==> src/hdl/mwc_pkg.sv <==
package mwc_pkg;

  localparam int FIELD_W  = 18;
  localparam int SUM_W    = 21;
  localparam int OUT_W    = 16;
  localparam int COUNT_W  = 3;
  localparam int MAX_FRAC = 14;
  localparam int NUM_W    = SUM_W + MAX_FRAC;
  localparam int ITER_W   = $clog2(NUM_W);

  typedef enum logic [2:0] {
    ST_ACC,
    ST_LOAD,
    ST_DIV,
    ST_FIN
  } state_t;

  typedef struct packed {
    logic add;
    logic clear;
  } acc_ctl_t;

  typedef struct packed {
    logic load;
    logic step;
  } div_ctl_t;

endpackage

==> src/hdl/mwc_if.sv <==
interface mwc_in_if;
  logic                                valid;
  logic                                ready;
  logic signed [mwc_pkg::FIELD_W-1:0] alpha_value;
  logic signed [mwc_pkg::FIELD_W-1:0] beta_value;
  logic                                include_req;

  modport source (output valid, output alpha_value, output beta_value,
                  output include_req, input ready);
  modport sink (input valid, input alpha_value, input beta_value,
                input include_req, output ready);
endinterface

interface mwc_out_if;
  logic                              valid;
  logic                              ready;
  logic signed [mwc_pkg::OUT_W-1:0] eta_result;
  logic                              div_by_zero;

  modport source (output valid, output eta_result, output div_by_zero, input ready);
  modport sink (input valid, input eta_result, input div_by_zero, output ready);
endinterface

==> src/hdl/mwc_accum.sv <==
module mwc_accum #(
  parameter int EXT_W = 18
) (
  input  logic                                clk,
  input  logic                                rst,
  input  mwc_pkg::acc_ctl_t                   ctl,
  input  logic signed [mwc_pkg::FIELD_W-1:0] alpha_value,
  input  logic signed [mwc_pkg::FIELD_W-1:0] beta_value,
  input  logic                                include_req,
  output logic signed [mwc_pkg::SUM_W-1:0]   alpha_total,
  output logic signed [mwc_pkg::SUM_W-1:0]   beta_total,
  output logic [mwc_pkg::COUNT_W-1:0]        tower_count
);

  logic signed [mwc_pkg::SUM_W-1:0] alpha_ext;
  logic signed [mwc_pkg::SUM_W-1:0] beta_ext;

  assign alpha_ext = {{(mwc_pkg::SUM_W - EXT_W){alpha_value[EXT_W-1]}},
                      alpha_value[EXT_W-1:0]};
  assign beta_ext  = {{(mwc_pkg::SUM_W - EXT_W){beta_value[EXT_W-1]}},
                      beta_value[EXT_W-1:0]};

  always_ff @(posedge clk) begin
    if (rst || ctl.clear) begin
      alpha_total <= '0;
      beta_total  <= '0;
      tower_count <= '0;
    end else if (ctl.add) begin
      tower_count <= tower_count + 1'b1;
      if (include_req) begin
        alpha_total <= alpha_total + alpha_ext;
        beta_total  <= beta_total + beta_ext;
      end
    end
  end

endmodule

==> src/hdl/mwc_div.sv <==
module mwc_div #(
  parameter int FRAC_BITS = 10
) (
  input  logic                               clk,
  input  mwc_pkg::div_ctl_t                  ctl,
  input  logic signed [mwc_pkg::SUM_W-1:0]  alpha_total,
  input  logic signed [mwc_pkg::SUM_W-1:0]  beta_total,
  output logic signed [mwc_pkg::OUT_W-1:0]  eta_result,
  output logic                               div_by_zero
);

  localparam int NW = mwc_pkg::NUM_W;
  localparam int SW = mwc_pkg::SUM_W;

  logic [NW-1:0] quo_num;
  logic [SW-1:0] rem;
  logic [SW-1:0] dvs;
  logic          neg;
  logic          zero;

  logic [SW-1:0] amag;
  logic [SW-1:0] bmag;
  logic [SW:0]   rem_sh;
  logic [SW:0]   diff;
  logic          fits;
  logic          pos_ovf;
  logic          neg_ovf;

  assign amag   = alpha_total[SW-1] ? SW'(-alpha_total) : SW'(alpha_total);
  assign bmag   = beta_total[SW-1] ? SW'(-beta_total) : SW'(beta_total);
  assign rem_sh = {rem, quo_num[NW-1]};
  assign diff   = rem_sh - {1'b0, dvs};
  assign fits   = !diff[SW];

  always_ff @(posedge clk) begin
    if (ctl.load) begin
      quo_num <= NW'({{(NW - SW){1'b0}}, amag} << FRAC_BITS);
      rem     <= '0;
      dvs     <= bmag;
      neg     <= alpha_total[SW-1] ^ beta_total[SW-1];
      zero    <= (beta_total == '0);
    end else if (ctl.step) begin
      if (fits) begin
        rem <= diff[SW-1:0];
      end else begin
        rem <= rem_sh[SW-1:0];
      end
      quo_num <= {quo_num[NW-2:0], fits};
    end
  end

  assign pos_ovf = (quo_num[NW-1:mwc_pkg::OUT_W-1] != '0);
  assign neg_ovf = (quo_num[NW-1:mwc_pkg::OUT_W] != '0) ||
                   (quo_num[mwc_pkg::OUT_W-1] && (quo_num[mwc_pkg::OUT_W-2:0] != '0));

  always_comb begin
    div_by_zero = zero;
    priority if (zero) begin
      eta_result = '0;
    end else if (neg && neg_ovf) begin
      eta_result = {1'b1, {(mwc_pkg::OUT_W-1){1'b0}}};
    end else if (!neg && pos_ovf) begin
      eta_result = {1'b0, {(mwc_pkg::OUT_W-1){1'b1}}};
    end else if (neg) begin
      eta_result = -quo_num[mwc_pkg::OUT_W-1:0];
    end else begin
      eta_result = quo_num[mwc_pkg::OUT_W-1:0];
    end
  end

endmodule

==> src/hdl/masked_weighted_centroid.sv <==
// Energy-weighted centroid over a fixed group of NUM_TOWERS towers.
// The in_ch channel takes one tower per transfer: alpha, beta and an include
// bit. Included towers are added into 21-bit running sums. The
// last tower of a group starts a restoring division of the alpha sum, scaled
// by 2^OUT_FRAC_BITS, by the beta sum, one quotient bit per cycle on a single
// shared subtractor. A tower that does not close a group leaves in_ch ready
// for the next tower. The closing tower passes through a load step, 35
// divide steps and a finish step that saturates and rounds toward zero.
// Its result appears on out_ch in the cycle after the finish step.
// The result sits in an output register, so the next group's towers are
// taken while it waits; if the receiver stalls, the block holds its finished
// quotient and takes no further tower until the output register frees.
// A zero beta sum gives eta_result 0 with div_by_zero set.
// Reset clears the sums, the tower count, the sequencer and the output valid.
module masked_weighted_centroid #(
  parameter int NUM_TOWERS    = 7,
  parameter int IN_WIDTH      = 18,
  parameter int OUT_FRAC_BITS = 10
) (
  input  logic             clk,
  input  logic             rst,
  mwc_in_if.sink           in_ch,
  mwc_out_if.source        out_ch
);

  localparam int EXT_W = (IN_WIDTH < mwc_pkg::FIELD_W) ? IN_WIDTH : mwc_pkg::FIELD_W;

  mwc_pkg::state_t   state;
  mwc_pkg::state_t   state_next;
  mwc_pkg::acc_ctl_t acc_ctl;
  mwc_pkg::div_ctl_t div_ctl;

  logic [mwc_pkg::ITER_W-1:0]        iter;
  logic signed [mwc_pkg::SUM_W-1:0] alpha_total;
  logic signed [mwc_pkg::SUM_W-1:0] beta_total;
  logic [mwc_pkg::COUNT_W-1:0]      tower_count;
  logic signed [mwc_pkg::OUT_W-1:0] div_eta;
  logic                              div_zero;
  logic                              in_fire;
  logic                              last_tower;
  logic                              slot_free;
  logic                              out_load;
  logic                              out_valid;
  logic signed [mwc_pkg::OUT_W-1:0] out_eta;
  logic                              out_dbz;

  assign in_fire    = in_ch.valid && in_ch.ready;
  assign last_tower = (tower_count == mwc_pkg::COUNT_W'(NUM_TOWERS - 1));
  assign slot_free  = !out_valid || out_ch.ready;

  always_comb begin
    state_next = state;
    unique case (state)
      mwc_pkg::ST_ACC: begin
        if (in_fire && last_tower) begin
          state_next = mwc_pkg::ST_LOAD;
        end
      end
      mwc_pkg::ST_LOAD: begin
        state_next = mwc_pkg::ST_DIV;
      end
      mwc_pkg::ST_DIV: begin
        if (iter == mwc_pkg::ITER_W'(mwc_pkg::NUM_W - 1)) begin
          state_next = mwc_pkg::ST_FIN;
        end
      end
      mwc_pkg::ST_FIN: begin
        if (slot_free) begin
          state_next = mwc_pkg::ST_ACC;
        end
      end
      default: state_next = mwc_pkg::ST_ACC;
    endcase
  end

  always_comb begin
    in_ch.ready   = 1'b0;
    acc_ctl.add   = 1'b0;
    acc_ctl.clear = 1'b0;
    div_ctl.load  = 1'b0;
    div_ctl.step  = 1'b0;
    out_load      = 1'b0;
    unique case (state)
      mwc_pkg::ST_ACC: begin
        in_ch.ready = 1'b1;
        acc_ctl.add = in_ch.valid;
      end
      mwc_pkg::ST_LOAD: begin
        div_ctl.load  = 1'b1;
        acc_ctl.clear = 1'b1;
      end
      mwc_pkg::ST_DIV: begin
        div_ctl.step = 1'b1;
      end
      mwc_pkg::ST_FIN: begin
        out_load = slot_free;
      end
      default: begin
        in_ch.ready = 1'b0;
      end
    endcase
  end

  always_ff @(posedge clk) begin
    if (rst) begin
      state <= mwc_pkg::ST_ACC;
      iter  <= '0;
    end else begin
      state <= state_next;
      if (div_ctl.step) begin
        iter <= iter + 1'b1;
      end else begin
        iter <= '0;
      end
    end
  end

  always_ff @(posedge clk) begin
    if (rst) begin
      out_valid <= 1'b0;
    end else if (out_load) begin
      out_valid <= 1'b1;
    end else if (out_ch.ready) begin
      out_valid <= 1'b0;
    end
  end

  always_ff @(posedge clk) begin
    if (out_load) begin
      out_eta <= div_eta;
      out_dbz <= div_zero;
    end
  end

  assign out_ch.valid       = out_valid;
  assign out_ch.eta_result  = out_eta;
  assign out_ch.div_by_zero = out_dbz;

  mwc_accum #(
    .EXT_W(EXT_W)
  ) u_accum (
    .clk         (clk),
    .rst         (rst),
    .ctl         (acc_ctl),
    .alpha_value (in_ch.alpha_value),
    .beta_value  (in_ch.beta_value),
    .include_req (in_ch.include_req),
    .alpha_total (alpha_total),
    .beta_total  (beta_total),
    .tower_count (tower_count)
  );

  mwc_div #(
    .FRAC_BITS(OUT_FRAC_BITS)
  ) u_div (
    .clk         (clk),
    .ctl         (div_ctl),
    .alpha_total (alpha_total),
    .beta_total  (beta_total),
    .eta_result  (div_eta),
    .div_by_zero (div_zero)
  );

  a_zero_result: assert property (@(posedge clk) disable iff (rst)
    out_ch.valid && out_ch.div_by_zero |-> out_ch.eta_result == '0)
    else $error("Zero beta sum delivered a nonzero result.");

  a_count_range: assert property (@(posedge clk) disable iff (rst)
    tower_count <= mwc_pkg::COUNT_W'(NUM_TOWERS))
    else $error("Tower count passed the group size.");

  a_group_clear: assert property (@(posedge clk) disable iff (rst)
    in_fire && last_tower |=> ##1 (tower_count == '0 && alpha_total == '0))
    else $error("Sums did not clear after the closing tower.");

  a_result_source: assert property (@(posedge clk) disable iff (rst)
    $rose(out_ch.valid) |-> $past(state) == mwc_pkg::ST_FIN)
    else $error("Result appeared outside the finish step.");

  a_div_length: assert property (@(posedge clk) disable iff (rst)
    state == mwc_pkg::ST_LOAD |=> ##(mwc_pkg::NUM_W) state == mwc_pkg::ST_FIN)
    else $error("Division did not take the fixed number of steps.");

endmodule
==> src/flat_wrapper.sv <==
// flat-port wrapper written by rule: the top's interface ports become plain ports
module masked_weighted_centroid_flat 
#(
  parameter int NUM_TOWERS    = 7,
  parameter int IN_WIDTH      = 18,
  parameter int OUT_FRAC_BITS = 10
)
  (clk, rst, in_ch_valid, in_ch_alpha_value, in_ch_beta_value, in_ch_include_req, in_ch_ready, out_ch_valid, out_ch_eta_result, out_ch_div_by_zero, out_ch_ready);
  mwc_in_if in_ch_i ();
  mwc_out_if out_ch_i ();
  input  logic clk;
  input  logic rst;
  input wire logic [$bits(in_ch_i.valid)-1:0] in_ch_valid;
  input wire logic [$bits(in_ch_i.alpha_value)-1:0] in_ch_alpha_value;
  input wire logic [$bits(in_ch_i.beta_value)-1:0] in_ch_beta_value;
  input wire logic [$bits(in_ch_i.include_req)-1:0] in_ch_include_req;
  output wire logic [$bits(in_ch_i.ready)-1:0] in_ch_ready;
  output wire logic [$bits(out_ch_i.valid)-1:0] out_ch_valid;
  output wire logic [$bits(out_ch_i.eta_result)-1:0] out_ch_eta_result;
  output wire logic [$bits(out_ch_i.div_by_zero)-1:0] out_ch_div_by_zero;
  input wire logic [$bits(out_ch_i.ready)-1:0] out_ch_ready;
  assign in_ch_i.valid = in_ch_valid;
  assign in_ch_i.alpha_value = in_ch_alpha_value;
  assign in_ch_i.beta_value = in_ch_beta_value;
  assign in_ch_i.include_req = in_ch_include_req;
  assign in_ch_ready = in_ch_i.ready;
  assign out_ch_valid = out_ch_i.valid;
  assign out_ch_eta_result = out_ch_i.eta_result;
  assign out_ch_div_by_zero = out_ch_i.div_by_zero;
  assign out_ch_i.ready = out_ch_ready;
  masked_weighted_centroid #(.NUM_TOWERS(NUM_TOWERS), .IN_WIDTH(IN_WIDTH), .OUT_FRAC_BITS(OUT_FRAC_BITS)) u_core (.clk(clk), .rst(rst), .in_ch(in_ch_i), .out_ch(out_ch_i));
endmodule
==> config.mk <==
export PLATFORM = sky130hd
export DESIGN_NAME = masked_weighted_centroid_flat
export DESIGN_NICKNAME = d
export VERILOG_FILES = /design/src/hdl/mwc_pkg.sv /design/src/hdl/mwc_if.sv /design/src/hdl/mwc_accum.sv /design/src/hdl/mwc_div.sv /design/src/hdl/masked_weighted_centroid.sv /design/src/flat_wrapper.sv
export SDC_FILE = /design/constraint.sdc
export NUM_CORES = 1
export LEC_CHECK = 0
export BUFFER_PORTS_ARGS = -buffer_cell sky130_fd_sc_hd__buf_2
export CORE_MARGIN = 3
export CORE_UTILIZATION = 56
export DETAILED_ROUTE_END_ITERATION = 8
export GPL_TIMING_DRIVEN = 0
export PLACE_DENSITY = 0.77
export SKIP_CTS_REPAIR_TIMING = 1
export SKIP_LAST_GASP = 1
export SYNTH_ARGS = -nofsm -noshare
export SYNTH_HDL_FRONTEND = slang
export SYNTH_SLANG_ARGS = --single-unit
==> constraint.sdc <==
create_clock -name clk -period 2.5 [get_ports clk]
set_input_delay 0.25 -clock clk [delete_from_list [all_inputs] [get_ports clk]]
set_output_delay 0.25 -clock clk [all_outputs]
set_load 0.01 [all_outputs]
==> results.cfg <==
[status]
failed_checks = negative setup slack
status = finished with violations

[global_routing]
grt_pass1_wl_mm = 37.9
antenna_found_initial = 0
grt_use_total_pct = 23.7
grtUsageMet2_pct = 38.3
grt_pass1_vias = 7773
top_usage_layer = met2
overflow = 0
grt_max_degree = 32
met3_usage_pct = 4.04
use_met1_pct = 32.3

[worst_setup_path]
start_kind = flop
cp.required_ps = 2810
path_class = flop to flop
setup.worst_path.start = u_core.u_div.dvs[1]$_DFFE_PP_
reg2reg_slack_ps = -330
cp_data_arrival_time_ps = 3150
ff2ff_path_depth = 11
endpoint_kind = flop
r2r-end = u_core.u_div.rem[1]$_SDFFE_PP0P_
cp_max_fo = 4
critPathCapture = u_core.u_div.rem[1]$_SDFFE_PP0P_
r2r_start = u_core.u_div.dvs[1]$_DFFE_PP_

[drt]
wirelength_mm = 24.2
drcViolationCount = 0
drtIter0Drc = 694
post_drt_via_cell_ratio = 5.99
dr.pass1.iters = 5
vias = 8477
drt-wirelength-per-cell_um = 17.1
drtAntennaViolNets = 0

[logic_synthesis]
synthesis.area_um2 = 9810
synthFlopType = dfxtp_1
syn-mean-instance-area_um2 = 9.12
ys_seq_area_share_pct = 36.8
yosysWarnings = 0
synthCells = 1075
synthArstFlopShare_pct = 0
syn_nets = 1191
ys_types = 76
synth_edf_count = 61
ys_ff_latch = 150

[timing]
hold_ws_ps = 69.6
rsz0062_at_grt = true
period_minus_slack_ps = 2830
final.setup.worst_slack_ps = -334
clock.fmax_ghz = 0.353
finalHoldViolCount = 0
fin_crit_sh_pct = 113
setup_viol = 22
worst_pin_slew_ps = 840
skew_ps = 13.4
slew_viol_final = 0
slew_headroom_pct = 44.0

[clock_network]
cts_buffers = 17
insertion_delay_ps = 430
cts.sinks = 150
clockRootBuffer = clkbuf_16
clk_path_buf_depth = 2
cts.reportedPaths.clkPinSlew_ps = 60
cts_htree_levels = 4
cts_tree = yes

[pwr]
peakVddDrop_mv = 0.544
pwr_density_cell_nw_per_um2 = 702
p_leak_nw = 4.80
switching_power_mw = 2.80
p_comb_share_pct = 31.2
intPower_mw = 5.40
p_clk_share_pct = 30.9
seq_power_share_pct = 37.9
switching_share_pct = 34.2
p_total_mw = 8.20

[finish]
final_common_cell = nand2_1
area_growth_pct = 19.1
diodes = 0
regArea_um2 = 3660
final_net_count = 1299
mostFrequentLayoutCells = 103 x nand2_1, 84 x a21oi_1, 73 x dfxtp_1, 62 x nor2_1
layout-drive-gt1-share_pct = 20.7
multi_input_area_um2 = 6210
fill_cells = 1271

[flow_run]
maxCapViolations = 0

[die]
row_count = 47
initial_core_util_pct = 58.1
die_w_um = 138
io_pins = 60
die_area_um2 = 19100
die_h_um = 138
coreArea_um2 = 16900

[place]
port_buffers = 59
globalplace.congestion = 0.970
dp_hpwl_mm = 17.0

[min_path]
hold_path_class = input port to flop
-- power groups by stage --
stage          Combinational [mW]  Sequential [mW]  Clock [mW]
2_1_floorplan                1.74             3.04           0
3_3_place_gp                 2.15             3.13           0
3_5_place_dp                 2.19             3.13           0
4_1_cts                      2.21             3.08        2.57
5_1_grt                      2.81             3.13        2.69
6_report                     2.56             3.10        2.53
-- layout make-up --
class,count,share of cell area [%]
Clock buffer,19,3.79
Buffer,46,2.10
Multi-Input combinational cell,835,53.2
Tap cell,220,2.36
Inverter,45,1.49
Clock inverter,13,1.19
Timing Repair Buffer,88,4.55
Sequential cell,150,31.3
-- synthesized netlist by cell type, drive strengths merged, types with 13 or more instances --
cell type  instances  share of area [%]
nand2            104                4.0
a21oi             94                4.9
dfxtp             89                 18
ha                72                9.2
nor2              64                2.5
edfxtp            61                 19
xnor2             59                5.5
o21ai             51                2.7
inv               45                1.7
clkbuf            37                1.7
nand3             37                1.9
xor2              31                2.8
mux2i             30                3.1
a21o              25                1.9
a211oi            23                1.8
o31ai             20                1.5
a22o              19                1.7
and3              14               0.89
nor3              13               0.66
or3               13               0.96
-- per-stage QoR --
stage / instance area (um2) / utilization [%] / instances / setup slack, ps / TNS (ps)
3_5_place_dp: 10400 / 61.5 / 1354 / -679 / -30910
6_report: 11700 / 69.2 / 1416 / -334 / -5690
4_1_cts: 11000 / 64.9 / 1386 / -689 / -31910
5_1_grt: 11700 / 69.2 / 1416 / -381 / -7500
2_1_floorplan: 9810 / - / 1075 / 0.631 / 0
3_3_place_gp: 10400 / 61.5 / 1354 / -618 / -25200
-- registers in the layout (all words and copies together) (netlist names) --
name                        count
u_core.u_accum.alpha_total     21
u_core.u_accum.tower_count      3
u_core.iter                     6
u_core.out_ch.eta_result       16
u_core.u_div.neg                1
u_core.u_div.quo_num           35
u_core.out_ch.div_by_zero       1
u_core.state                    2
u_core.u_div.dvs               21
u_core.u_div.div_by_zero        1
u_core.out_ch.valid             1
u_core.u_div.rem               21
u_core.u_accum.beta_total      21
-- worst max-delay path: stages, from the launching register on --
cell	delay (ps)
edfxtp_1	410
inv_1	70
ha_1	210
nor2b_4	130
o31a_1	290
o311ai_2	310
o211ai_2	220
a21oi_4	290
buf_4	170
xnor2_2	90
nor4bb_1	160
or3_1	360
-- routing by layer --
layer  wire length [um]  share of wire, %
met1              10800                45
met2              11400                47
met3               1460               6.0
met4                523               2.2
met5                  0                 0
-- how the worst min path moves through the flow --
| stage | end | depth (start not counted) | startpoint |
|---|---|---|---|
| floorplan | u_core.state[0]$_SDFFE_PP0P_ | 1 | rst |
| global placement | u_core.iter[0]$_SDFF_PP0_ | 1 | u_core.iter[0]$_SDFF_PP0_ |
| detailed placement | u_core.iter[0]$_SDFF_PP0_ | 1 | u_core.iter[0]$_SDFF_PP0_ |
| CTS | u_core.state[0]$_SDFFE_PP0P_ | 2 | rst |
| global route | u_core.state[0]$_SDFFE_PP0P_ | 2 | rst |
| finish | u_core.state[0]$_SDFFE_PP0P_ | 2 | rst |
-- logic make-up after synthesis --
kind of cell	count (synthesis)	share of synthesized area, %
adders and majority gates	75	9.80
muxes	30	3.06
buffers and inverters	91	3.93
and+or+nand+nor	328	17.0
xor gates and xnor gates	90	8.23
DFF	150	36.8
AOI/OAI and AO/OA	311	21.1
No activity file was read; power rests on OpenSTA's default activity.
